$ cat config.mk
export PLATFORM = sky130hd
export DESIGN_NAME = sha256_block_compressor_unit
export DESIGN_NICKNAME = d
export VERILOG_FILES = /design/src/hw/rtl/sha_bc_pkg.sv /design/src/hw/rtl/sha_bc_ram.sv /design/src/hw/rtl/sha256_block_compressor_unit.sv
export VERILOG_INCLUDE_DIRS = /design/src /design/src/hw/rtl
export SDC_FILE = /design/constraint.sdc
export NUM_CORES = 2
export LEC_CHECK = 0
export BUFFER_PORTS_ARGS = -buffer_cell sky130_fd_sc_hd__buf_2
export CORE_MARGIN = 1.5
export CORE_UTILIZATION = 60
export DETAILED_ROUTE_END_ITERATION = 12
export PLACE_DENSITY = 0.8
export SYNTH_ARGS = -nofsm -noshare
export SYNTH_HDL_FRONTEND = slang
export SYNTH_SLANG_ARGS = --single-unit
$ cat constraint.sdc
create_clock -name clk_i -period 28 [get_ports clk_i]
set_clock_uncertainty 0.15 [all_clocks]
set_input_delay 5.6 -clock clk_i [delete_from_list [all_inputs] [get_ports clk_i]]
set_output_delay 5.6 -clock clk_i [all_outputs]
set_load 0.01 [all_outputs]
$ cat src/hw/rtl/assert_macros.svh
// Assertion macros shared by the RTL of the compressor.
`ifndef ASSERT_MACROS_SVH
`define ASSERT_MACROS_SVH

`ifndef NO_ASSERTIONS

`define SHA_ASSERT(lbl, clk, rst_n, prop) \
  lbl: assert property (@(posedge clk) disable iff (!rst_n) (prop)) \
    else $error("assertion failed");

`define SHA_ASSERT_NEVER(lbl, clk, rst_n, cond) \
  lbl: assert property (@(posedge clk) disable iff (!rst_n) !(cond)) \
    else $error("forbidden condition seen");

`else

`define SHA_ASSERT(lbl, clk, rst_n, prop)

`define SHA_ASSERT_NEVER(lbl, clk, rst_n, cond)

`endif

`endif

$ cat src/hw/rtl/sha_bc_pkg.sv
// Constants, tables and round functions of the SHA-256 block compressor.
package sha_bc_pkg;

  localparam int unsigned WordW      = 32;
  localparam int unsigned HashWords  = 8;
  localparam int unsigned BlockWords = 16;
  localparam int unsigned Rounds     = 64;
  localparam int unsigned HashAddrW  = $clog2(HashWords);
  localparam int unsigned BlockCntW  = $clog2(BlockWords);
  localparam int unsigned RoundCntW  = $clog2(Rounds);

  typedef logic [WordW-1:0] word_t;

  localparam logic MODE_SHA256 = 1'b0;
  localparam logic MODE_SHA224 = 1'b1;

  function automatic word_t rotr(input word_t x, input int unsigned n);
    rotr = (x >> n) | (x << (WordW - n));
  endfunction

  function automatic word_t big_sigma0(input word_t x);
    big_sigma0 = rotr(x, 2) ^ rotr(x, 13) ^ rotr(x, 22);
  endfunction

  function automatic word_t big_sigma1(input word_t x);
    big_sigma1 = rotr(x, 6) ^ rotr(x, 11) ^ rotr(x, 25);
  endfunction

  function automatic word_t small_sigma0(input word_t x);
    small_sigma0 = rotr(x, 7) ^ rotr(x, 18) ^ (x >> 3);
  endfunction

  function automatic word_t small_sigma1(input word_t x);
    small_sigma1 = rotr(x, 17) ^ rotr(x, 19) ^ (x >> 10);
  endfunction

  function automatic word_t iv_word(input logic mode, input logic [HashAddrW-1:0] idx);
    word_t w;
    w = '0;
    if (mode == MODE_SHA224) begin
      case (idx)
        3'd0: w = 32'hc1059ed8;
        3'd1: w = 32'h367cd507;
        3'd2: w = 32'h3070dd17;
        3'd3: w = 32'hf70e5939;
        3'd4: w = 32'hffc00b31;
        3'd5: w = 32'h68581511;
        3'd6: w = 32'h64f98fa7;
        3'd7: w = 32'hbefa4fa4;
        default: w = '0;
      endcase
    end else begin
      case (idx)
        3'd0: w = 32'h6a09e667;
        3'd1: w = 32'hbb67ae85;
        3'd2: w = 32'h3c6ef372;
        3'd3: w = 32'ha54ff53a;
        3'd4: w = 32'h510e527f;
        3'd5: w = 32'h9b05688c;
        3'd6: w = 32'h1f83d9ab;
        3'd7: w = 32'h5be0cd19;
        default: w = '0;
      endcase
    end
    iv_word = w;
  endfunction

  function automatic word_t round_const(input logic [RoundCntW-1:0] idx);
    word_t k;
    k = '0;
    case (idx)
      6'd0:  k = 32'h428a2f98;  6'd1:  k = 32'h71374491;
      6'd2:  k = 32'hb5c0fbcf;  6'd3:  k = 32'he9b5dba5;
      6'd4:  k = 32'h3956c25b;  6'd5:  k = 32'h59f111f1;
      6'd6:  k = 32'h923f82a4;  6'd7:  k = 32'hab1c5ed5;
      6'd8:  k = 32'hd807aa98;  6'd9:  k = 32'h12835b01;
      6'd10: k = 32'h243185be;  6'd11: k = 32'h550c7dc3;
      6'd12: k = 32'h72be5d74;  6'd13: k = 32'h80deb1fe;
      6'd14: k = 32'h9bdc06a7;  6'd15: k = 32'hc19bf174;
      6'd16: k = 32'he49b69c1;  6'd17: k = 32'hefbe4786;
      6'd18: k = 32'h0fc19dc6;  6'd19: k = 32'h240ca1cc;
      6'd20: k = 32'h2de92c6f;  6'd21: k = 32'h4a7484aa;
      6'd22: k = 32'h5cb0a9dc;  6'd23: k = 32'h76f988da;
      6'd24: k = 32'h983e5152;  6'd25: k = 32'ha831c66d;
      6'd26: k = 32'hb00327c8;  6'd27: k = 32'hbf597fc7;
      6'd28: k = 32'hc6e00bf3;  6'd29: k = 32'hd5a79147;
      6'd30: k = 32'h06ca6351;  6'd31: k = 32'h14292967;
      6'd32: k = 32'h27b70a85;  6'd33: k = 32'h2e1b2138;
      6'd34: k = 32'h4d2c6dfc;  6'd35: k = 32'h53380d13;
      6'd36: k = 32'h650a7354;  6'd37: k = 32'h766a0abb;
      6'd38: k = 32'h81c2c92e;  6'd39: k = 32'h92722c85;
      6'd40: k = 32'ha2bfe8a1;  6'd41: k = 32'ha81a664b;
      6'd42: k = 32'hc24b8b70;  6'd43: k = 32'hc76c51a3;
      6'd44: k = 32'hd192e819;  6'd45: k = 32'hd6990624;
      6'd46: k = 32'hf40e3585;  6'd47: k = 32'h106aa070;
      6'd48: k = 32'h19a4c116;  6'd49: k = 32'h1e376c08;
      6'd50: k = 32'h2748774c;  6'd51: k = 32'h34b0bcb5;
      6'd52: k = 32'h391c0cb3;  6'd53: k = 32'h4ed8aa4a;
      6'd54: k = 32'h5b9cca4f;  6'd55: k = 32'h682e6ff3;
      6'd56: k = 32'h748f82ee;  6'd57: k = 32'h78a5636f;
      6'd58: k = 32'h84c87814;  6'd59: k = 32'h8cc70208;
      6'd60: k = 32'h90befffa;  6'd61: k = 32'ha4506ceb;
      6'd62: k = 32'hbef9a3f7;  6'd63: k = 32'hc67178f2;
      default: k = '0;
    endcase
    round_const = k;
  endfunction

endpackage

$ cat src/hw/rtl/sha_bc_ram.sv
// Generic single-clock RAM with one write port and one registered read port.
module sha_bc_ram #(
  parameter int unsigned Width = 32,
  parameter int unsigned Depth = 8
) (
  input  logic                     clk_i,
  input  logic                     we_i,
  input  logic [$clog2(Depth)-1:0] waddr_i,
  input  logic [Width-1:0]         wdata_i,
  input  logic                     re_i,
  input  logic [$clog2(Depth)-1:0] raddr_i,
  output logic [Width-1:0]         rdata_o
);

  logic [Width-1:0] mem_q [Depth];
  logic [Width-1:0] rdata_q;

  always_ff @(posedge clk_i) begin
    if (we_i) begin
      mem_q[waddr_i] <= wdata_i;
    end
    if (re_i) begin
      rdata_q <= mem_q[raddr_i];
    end
  end

  assign rdata_o = rdata_q;

endmodule

$ cat src/hw/rtl/sha256_block_compressor_unit.sv
// Top level of the SHA-256/SHA-224 block compressor with the hash held in RAM.
// A block takes 16 accepted words, then the hash is loaded, 64 rounds run at one per
// cycle and the result is added back into the hash RAM. After the write-back of a final
// block the digest words follow one by one, each read from the single hash RAM port
// and held while the output stalls.
// After reset the hash reads as the SHA-256 initial values without any clearing pass.
`include "assert_macros.svh"

module sha256_block_compressor_unit (
  input  logic        clk_i,
  input  logic        rst_ni,
  input  logic        cfg_valid_i,
  output logic        cfg_ready_o,
  input  logic        cfg_data_i,
  input  logic        in_valid_i,
  output logic        in_stall_o,
  input  logic [31:0] message_word_i,
  input  logic        first_of_message_i,
  input  logic        final_block_i,
  output logic        out_valid_o,
  input  logic        out_stall_i,
  output logic [31:0] digest_word_o,
  output logic [2:0]  word_index_o,
  output logic        last_o
);

  localparam int unsigned AW = sha_bc_pkg::HashAddrW;
  localparam int unsigned BW = sha_bc_pkg::BlockWords;
  localparam int unsigned HW = sha_bc_pkg::HashWords;
  localparam int unsigned RW = sha_bc_pkg::RoundCntW;

  typedef enum logic [2:0] {
    ST_IDLE,
    ST_LOAD,
    ST_ROUND,
    ST_WB,
    ST_EMIT_RD,
    ST_EMIT_WAIT
  } state_e;

  state_e                          state_q;
  logic                            digest_mode_q;
  logic                            iv_flag_q;
  logic                            iv_mode_q;
  logic                            final_q;
  logic [sha_bc_pkg::BlockCntW-1:0] word_cnt_q;
  logic [AW:0]                     ptr_q;
  logic [RW-1:0]                   rnd_q;
  logic [AW-1:0]                   emit_idx_q;
  logic                            out_valid_q;
  sha_bc_pkg::word_t               out_word_q;
  logic [AW-1:0]                   out_idx_q;
  logic                            out_last_q;

  sha_bc_pkg::word_t w_q [BW];
  sha_bc_pkg::word_t v_q [HW];
  logic [AW-1:0]     rd_addr_q;

  logic              in_xfer;
  logic              ram_we;
  logic [AW-1:0]     ram_waddr;
  sha_bc_pkg::word_t ram_wdata;
  logic              ram_re;
  logic [AW-1:0]     ram_raddr;
  sha_bc_pkg::word_t ram_rdata;
  sha_bc_pkg::word_t hash_rd;
  logic [sha_bc_pkg::BlockCntW-1:0] word_cnt_d;
  logic [AW-1:0]     last_idx;
  logic              out_free;

  sha_bc_pkg::word_t t1, t2, ch, maj, w_new;

  assign cfg_ready_o = 1'b1;
  assign in_stall_o  = (state_q != ST_IDLE);
  assign in_xfer     = in_valid_i && !in_stall_o;
  assign out_free    = !out_valid_q || !out_stall_i;
  assign last_idx    = (digest_mode_q == sha_bc_pkg::MODE_SHA224) ? AW'(HW - 2) : AW'(HW - 1);
  assign word_cnt_d  = (first_of_message_i ? '0 : word_cnt_q) + 1'b1;

  assign hash_rd = iv_flag_q ? sha_bc_pkg::iv_word(iv_mode_q, rd_addr_q) : ram_rdata;

  always_comb begin
    ch    = (v_q[4] & v_q[5]) ^ (~v_q[4] & v_q[6]);
    maj   = (v_q[0] & v_q[1]) ^ (v_q[0] & v_q[2]) ^ (v_q[1] & v_q[2]);
    t1    = v_q[7] + sha_bc_pkg::big_sigma1(v_q[4]) + ch + sha_bc_pkg::round_const(rnd_q)
          + w_q[0];
    t2    = sha_bc_pkg::big_sigma0(v_q[0]) + maj;
    w_new = sha_bc_pkg::small_sigma1(w_q[14]) + w_q[9] + sha_bc_pkg::small_sigma0(w_q[1])
          + w_q[0];
  end

  always_comb begin
    ram_re    = 1'b0;
    ram_raddr = ptr_q[AW-1:0];
    ram_we    = 1'b0;
    ram_waddr = ptr_q[AW-1:0] - 1'b1;
    ram_wdata = hash_rd + v_q[0];
    case (state_q)
      ST_LOAD: begin
        ram_re = !ptr_q[AW];
      end
      ST_WB: begin
        ram_re = !ptr_q[AW];
        ram_we = (ptr_q != '0);
      end
      ST_EMIT_RD: begin
        ram_re    = 1'b1;
        ram_raddr = emit_idx_q;
      end
      default: begin
        ram_re = 1'b0;
      end
    endcase
  end

  sha_bc_ram #(
    .Width(sha_bc_pkg::WordW),
    .Depth(HW)
  ) u_hash_ram (
    .clk_i  (clk_i),
    .we_i   (ram_we),
    .waddr_i(ram_waddr),
    .wdata_i(ram_wdata),
    .re_i   (ram_re),
    .raddr_i(ram_raddr),
    .rdata_o(ram_rdata)
  );

  always_ff @(posedge clk_i or negedge rst_ni) begin
    if (!rst_ni) begin
      state_q       <= ST_IDLE;
      digest_mode_q <= sha_bc_pkg::MODE_SHA256;
      iv_flag_q     <= 1'b1;
      iv_mode_q     <= sha_bc_pkg::MODE_SHA256;
      final_q       <= 1'b0;
      word_cnt_q    <= '0;
      ptr_q         <= '0;
      rnd_q         <= '0;
      emit_idx_q    <= '0;
      out_valid_q   <= 1'b0;
      out_word_q    <= '0;
      out_idx_q     <= '0;
      out_last_q    <= 1'b0;
    end else begin
      if (cfg_valid_i && cfg_ready_o) begin
        digest_mode_q <= cfg_data_i;
      end
      if (out_valid_q && !out_stall_i && state_q != ST_EMIT_WAIT) begin
        out_valid_q <= 1'b0;
      end
      case (state_q)
        ST_IDLE: begin
          if (in_xfer) begin
            word_cnt_q <= word_cnt_d;
            if (first_of_message_i) begin
              iv_flag_q <= 1'b1;
              iv_mode_q <= digest_mode_q;
            end
            if (word_cnt_d == '0) begin
              final_q <= final_block_i;
              ptr_q   <= '0;
              state_q <= ST_LOAD;
            end
          end
        end
        ST_LOAD: begin
          ptr_q <= ptr_q + 1'b1;
          if (ptr_q[AW]) begin
            rnd_q   <= '0;
            state_q <= ST_ROUND;
          end
        end
        ST_ROUND: begin
          rnd_q <= rnd_q + 1'b1;
          if (rnd_q == RW'(sha_bc_pkg::Rounds - 1)) begin
            ptr_q   <= '0;
            state_q <= ST_WB;
          end
        end
        ST_WB: begin
          ptr_q <= ptr_q + 1'b1;
          if (ptr_q[AW]) begin
            iv_flag_q  <= 1'b0;
            emit_idx_q <= '0;
            state_q    <= final_q ? ST_EMIT_RD : ST_IDLE;
          end
        end
        ST_EMIT_RD: begin
          state_q <= ST_EMIT_WAIT;
        end
        ST_EMIT_WAIT: begin
          if (out_free) begin
            out_valid_q <= 1'b1;
            out_word_q  <= hash_rd;
            out_idx_q   <= emit_idx_q;
            out_last_q  <= (emit_idx_q == last_idx);
            emit_idx_q  <= emit_idx_q + 1'b1;
            state_q     <= (emit_idx_q == last_idx) ? ST_IDLE : ST_EMIT_RD;
          end
        end
        default: begin
          state_q <= ST_IDLE;
        end
      endcase
    end
  end

  always_ff @(posedge clk_i) begin
    if (ram_re) begin
      rd_addr_q <= ram_raddr;
    end
    if (in_xfer || state_q == ST_ROUND) begin
      for (int i = 0; i < BW - 1; i++) begin
        w_q[i] <= w_q[i+1];
      end
      w_q[BW-1] <= in_xfer ? message_word_i : w_new;
    end
    if ((state_q == ST_LOAD || state_q == ST_WB) && ptr_q != '0) begin
      for (int i = 0; i < HW - 1; i++) begin
        v_q[i] <= v_q[i+1];
      end
      v_q[HW-1] <= (state_q == ST_LOAD) ? hash_rd : v_q[0];
    end else if (state_q == ST_ROUND) begin
      v_q[7] <= v_q[6];
      v_q[6] <= v_q[5];
      v_q[5] <= v_q[4];
      v_q[4] <= v_q[3] + t1;
      v_q[3] <= v_q[2];
      v_q[2] <= v_q[1];
      v_q[1] <= v_q[0];
      v_q[0] <= t1 + t2;
    end
  end

  assign out_valid_o   = out_valid_q;
  assign digest_word_o = out_word_q;
  assign word_index_o  = out_idx_q;
  assign last_o        = out_last_q;

  `SHA_ASSERT(a_emit_after_wb, clk_i, rst_ni, $rose(out_valid_o) |-> !iv_flag_q)
  `SHA_ASSERT(a_last_idx, clk_i, rst_ni, (out_valid_o && last_o) |-> (word_index_o == last_idx))
  `SHA_ASSERT(a_rounds_end, clk_i, rst_ni,
              (state_q == ST_ROUND && rnd_q == RW'(sha_bc_pkg::Rounds - 1)) |=> (state_q == ST_WB))
  `SHA_ASSERT_NEVER(a_ram_rw_same, clk_i, rst_ni, ram_we && ram_re && (ram_waddr == ram_raddr))

endmodule
**Word-level counts from Yosys, hierarchy flattened**

Memory sizes are Yosys's and may differ from the RTL's. A register that Yosys moved wholly into a read port is not among the register bits.
Index checks and enable logic that the tools add are counted.

- Bits in registers: 64
- Memory bits (writable): 1024
- ROM bits: 2544
- Input port bits: 40
- Memories: 6

Memory list:

| memory | depth | width | rd ports | clocked after Yosys merged registers in | write ports | line | source |
|---|---|---|---|---|---|---|---|
| (name not given) | 64 | 32 | 1 | 0 | 0 | sha_bc_pkg.sv:71 | `case (idx)` |
| w_q | 16 | 32 | 16 | 0 | 16 | sha256_block_compressor_unit.sv:55 | `sha_bc_pkg::word_t w_q [BW];` |
| u_hash_ram.mem_q | 8 | 32 | 1 | 1 | 1 | sha_bc_ram.sv:15 | `logic [Width-1:0] mem_q [Depth];` |
| v_q | 8 | 32 | 8 | 0 | 8 | sha256_block_compressor_unit.sv:56 | `sha_bc_pkg::word_t v_q [HW];` |
| (name not given) | 8 | 31 | 1 | 1 | 0 | sha_bc_pkg.sv:41 | `case (idx)` |
| (name not given) | 8 | 31 | 1 | 1 | 0 | sha_bc_pkg.sv:53 | `case (idx)` |

- Add/sub/neg operators: 16
- Eq/ne operators: 15
- Multiplexer cells: 53
- Bitwise gates (word level): 35
- Reductions and logical operators: 29

Operator list:

| cell | number |
|---|---|
| 32-bit 2-to-1 mux | 12 |
| 32-bit adder | 11 |
| 32-bit bitwise XOR | 9 |
| 32-bit bitwise AND | 5 |
| 3-bit 2-to-1 mux | 13 |
| 32-bit NOT | 1 |
| 10-bit by 32-bit bitwise OR with 32-bit output | 1 |
| 13-bit by 32-bit bitwise OR with 32-bit output | 1 |
| 14-bit by 32-bit bitwise OR with 32-bit output | 1 |
| 15-bit by 32-bit bitwise OR with 32-bit output | 1 |
| 19-bit by 32-bit bitwise OR with 32-bit output | 1 |
| 21-bit by 32-bit bitwise OR with 32-bit output | 1 |
| 25-bit by 32-bit bitwise OR with 32-bit output | 1 |
| 26-bit by 32-bit bitwise OR with 32-bit output | 1 |
| 30-bit by 32-bit bitwise OR with 32-bit output | 1 |
| 7-bit by 32-bit bitwise OR with 32-bit output | 1 |
| 32-bit by 22-bit bitwise XOR with 32-bit output | 1 |
| 32-bit by 29-bit bitwise XOR with 32-bit output | 1 |
| 3-bit one-hot mux with 6 select lines | 1 |
| 1-bit 2-to-1 mux | 17 |
| 4-bit 2-to-1 mux | 4 |
| 2-bit inequality test (second input constant) | 7 |
| 4-bit one-hot mux with 3 select lines | 1 |
| 6-bit one-hot mux with 2 select lines | 1 |
| 27 further kinds | 54 |

**Logic depth before layout (Yosys ltp)**

An unclocked memory read counts as a cell.

- Depth after elaboration: 10
- Mapped depth: 38

**Hierarchy**

From an unflattened synthesis, not the netlist that was laid out.

- Cells, all modules: 4964
- Area total of the unflattened synthesis: 60395.4 um^2

By module, submodules not included:

| module | times used | cells an instance | area each (um^2) |
|---|---|---|---|
| sha256_block_compressor_unit | 1 | 4549 | 49608.8 |
| sha_bc_ram | 1 | 415 | 10786.6 |

**Least setup slack after synthesis**

Ideal clock, no wire load.

- Path type: in2reg
- From: input port in_valid_i
- To: memory w_q[0][0] (netlist bit) (enable)
- Arrival time: 14660 ps
- Required time: 24218 ps
- Slack: 9557 ps
- Cell stages on the path: 4
- Path buffers: 2
- Path through: nand2_1 clkbuf_1 clkbuf_1 nand2_1

RTL lines:

| what | line | source |
|---|---|---|
| from (decl) | sha256_block_compressor_unit.sv:15 | `input logic in_valid_i,` |
| to (decl) | sha256_block_compressor_unit.sv:55 |  |

==> results.md <==
- Setup slack on the critical path of the routed design comes to roughly 18 ns.
- The delay contributed by the slowest stage of the critical path is 0.78 ns.
- The setup path with the least slack is of type reg2reg.
- The post-detailed-routing wire length is 167000 um.
- The cell with the largest stage delay on the worst path is dfrtp_1.
- The floorplan step defined a core boundary enclosing roughly 0.1 sq mm.
- The number of max-slew violations in the final report is 0.
- Once layout is complete, the cells apart from fillers number about 6700.
- At the end of routability-driven placement, the weighted congestion stood at about 1.0.
- The length of the first detailed-routing pass in iterations is 8.
- Summing the sequential cell areas from Yosys gives ~57% of the chip area.
- The post-CTS resize count is 0.
- Setup repair after global routing left no endpoint under its margin.
- Broken down by cell family, the worst path's largest delay share belongs to compound AO/OA/AOI/OAI gates.
- The initial antenna violation count came to 15.
- TritonCTS built the clock tree.
- The synthesized design devotes to its leading area cell type 52.5% of total area.
- The number of nets in the synthesized netlist is between 5000 and 6000.
- The launching element type of the critical path is a register.
- The routed design could run at a clock period as short as 10.45 ns.
- Row generation in the floorplan step produced 116 rows.
- The number of buffer and inverter instances along the worst setup path is 5.
- The via count of the first global-routing pass is between 30000 and 40000.
- The number of enable-type register cells in the synthesized netlist is about 1100.
- The signed area change from the synthesized netlist to the final layout is 8.95%.
- The first global-routing pass estimated approximately 250000 um of wire.
- By area the synthesized netlist is led by edfxtp_1, nand2_1, fa_1.
- STA classifies the critical path endpoint as a register.
- The register-to-register setup slack is roughly 18 ns.
- At the later pin of the worst-skew pair, clock insertion delay measures 0.74 ns.
- After clock tree synthesis, the flow added hold-fix buffers numbering 0.
- The die extent in x is ~320 um.
- The number of cells after detailed placement is about 6400.
- The final global-route overflow total is 0.
- For this block, the initial DRC count from the detailed router was 5923.
- After clock tree synthesis, the clock-pin slew on the worst setup and hold paths is 0.07 ns.
- The routed wire length per instance is around 25 um.
- The count of final setup violators is 0.
- Adding up every negative setup slack in the final design gives 0 ns.
- Counting buffers and inverters, the worst setup path is 35 cells deep.
- The predominant post-synthesis flop cell is edfxtp_1.
- The required time of the worst setup path is 28.31 ns.
- The y dimension of the die is around 320 um.
- Buffers inserted during clock tree synthesis total between 100 and 150.
- The placed wire-length estimate is 116000 um.
- The final standard cell utilization of the core is about two thirds.
- The count of mapped cells out of synthesis is between 5000 and 6000.
- The maximum number of pins on one net before global-route repair is approximately 240.
- Synthesis inferred 1175 register bits.
- OpenSTA, run right after detailed placement, puts the worst setup slack at approximately 18 ns.
- The share of the clock period used by the worst path is between 30 and 40%.
- The number of hold violations in the final report is 0.
- The worst-case clock buffer depth is 3.
- The type of the most critical hold path is reg2reg.
- The final-stage net count is between 5000 and 6000.
- The number of cells on the worst reg-to-reg path is 35.
- The floorplan step defined a die boundary enclosing 0.103 sq mm.
- Pin placement for this block handled 79 I/O pins.
- Across every metal layer, demand over resource in global routing totals 32.3%.
- For this configuration, the core starts out at a cell density of between 60% and 70%.
- The count of distinct cell types in the synthesized netlist is just over 100.
- After clock tree synthesis, the setup repair step added 0 buffers.
- The worst-margin pin slew is ~1.4 ns.
- The number of antenna-violating nets in the routed design is 0.
- Headroom to the max-slew limit came out at 3.70%.
- Along the worst path, the maximum fanout reaches 20.
- Timing would allow up to 0.0957 GHz.
- The share of final-layout standard cells stronger than drive strength 1 is under 10%.
- The routed layout has 41700 vias.
- The number of buffers inserted by port buffering is 77.
- The number of synthesis warnings is 0.
- The number of max-capacitance violations reported is 0.
- The arrival time of the worst setup path is 10.77 ns.
- Clock tree synthesis found a total of 1175 sinks.
- In this run the number of H-tree levels came out at 3.
- The async set-or-reset flop fraction in the synthesized netlist is 5.19%.
- The area of the mapped netlist is 0.0606 sq mm.
- After detailed routing, the number of remaining DRC violations is 0.
- CTS placed an instance of clkbuf_16 at the clock tree root.
- Dividing the detail-routed via count by the number of cells gives around 6.3.
- The run finished with clean final reports.
- The number of cells on the worst hold path is 0.
- A synthesized cell averages about 11 sq um.
- The cell type contributing the most total cell area after synthesis is edfxtp_1.
-- worst paths after layout --
path                                     end   startpoint
min in group asynchronous           rnd_q[1]       rst_ni
min                              w_q[0][195]  w_q[0][227]
max reg2reg                       v_q[0][31]     rnd_q[0]
max in group asynchronous  digest_word_o[17]       rst_ni
max                               v_q[0][31]     rnd_q[0]
min reg2reg                      w_q[0][195]  w_q[0][227]
-- final cells by class --
cell class | count | area [sq um]
Clock buffer | 141 | 3060
Antenna cell | 2 | 5.00
Multi-Input combinational cell | 3523 | 24000
Sequential cell | 1175 | 34400
Inverter | 308 | 1160
Tap cell | 1298 | 1620
Timing Repair Buffer | 133 | 833
Clock inverter | 74 | 877
Fill cell | 7141 | 34000
-- metal layers --
| layer | track usage (%) | up-vias | part of all wire [%] |
|---|---|---|---|
| met3 | 7.53 | 455 | 11 |
| met1 | 45.3 | 20300 | 39 |
| met2 | 48.3 | 2420 | 45 |
| li1 | - | 18500 | - |
| met5 | 0 | - | 0.080 |
| met4 | 14.5 | 22 | 4.9 |
-- registers in the layout (all words and copies together), names as in the netlist, 3 cells and up, named ones only --
name / count
w_q: 512
u_hash_ram.mem_q: 256
v_q: 256
digest_word_o: 32
u_hash_ram.rdata_o: 32
rnd_q: 6
ptr_q: 4
word_cnt_q: 4
emit_idx_q: 3
rd_addr_q: 3
state_q: 3
word_index_o: 3
-- logic make-up (layout without fill, tap and decap cells) --
logic type	Yosys count	count (layout)	synth area share (%)
buffers and inverters	595	656	3.75
AOI/OAI and AO/OA	1011	1011	10.4
xor gates and xnor gates	395	395	5.76
muxes	84	84	1.56
adders and majority gates	376	376	10.1
and+or+nand+nor	1656	1656	11.6
DFF	1175	1175	56.8
other	1	3	0.00619
-- cell usage in the layout, fill, tap and decap left out, drive strengths merged, types with 33 or more instances in the layout --
| cell | n |
|---|---|
| a31oi | 33 |
| nand2b | 43 |
| a21o | 93 |
| xor2 | 111 |
| nand2 | 1009 |
| o211ai | 33 |
| o21ai | 366 |
| buf | 133 |
| a211oi | 35 |
| edfxtp | 1059 |
| clkinv | 55 |
| a21oi | 247 |
| inv | 306 |
| nor2 | 200 |
| nand3 | 232 |
| dfrtp | 60 |
| nor3 | 47 |
| clkbuf | 141 |
| fa | 188 |
| dfxtp | 55 |
| ha | 186 |
| xnor2 | 283 |
| mux2i | 47 |
-- per-stage QoR --
step	area (sq um)	hold slack, ns
2_1_floorplan	60600	0.250
5_1_grt	66000	0.252
3_5_place_dp	62000	0.255
4_1_cts	66000	0.233
6_report	66000	0.231
3_3_place_gp	62000	0.250
-- synth_stat cells (all sizes together), types with 59 or more instances --
master	number
a21o	93
a21oi	247
buf	59
clkbuf	228
dfrtp	60
edfxtp	1059
fa	188
ha	186
inv	306
nand2	1009
nand3	232
nor2	200
o21ai	366
xnor2	283
xor2	111
Power is not shown: default switching activity piles up to over one toggle a cycle in this logic, so the estimate is an artifact.
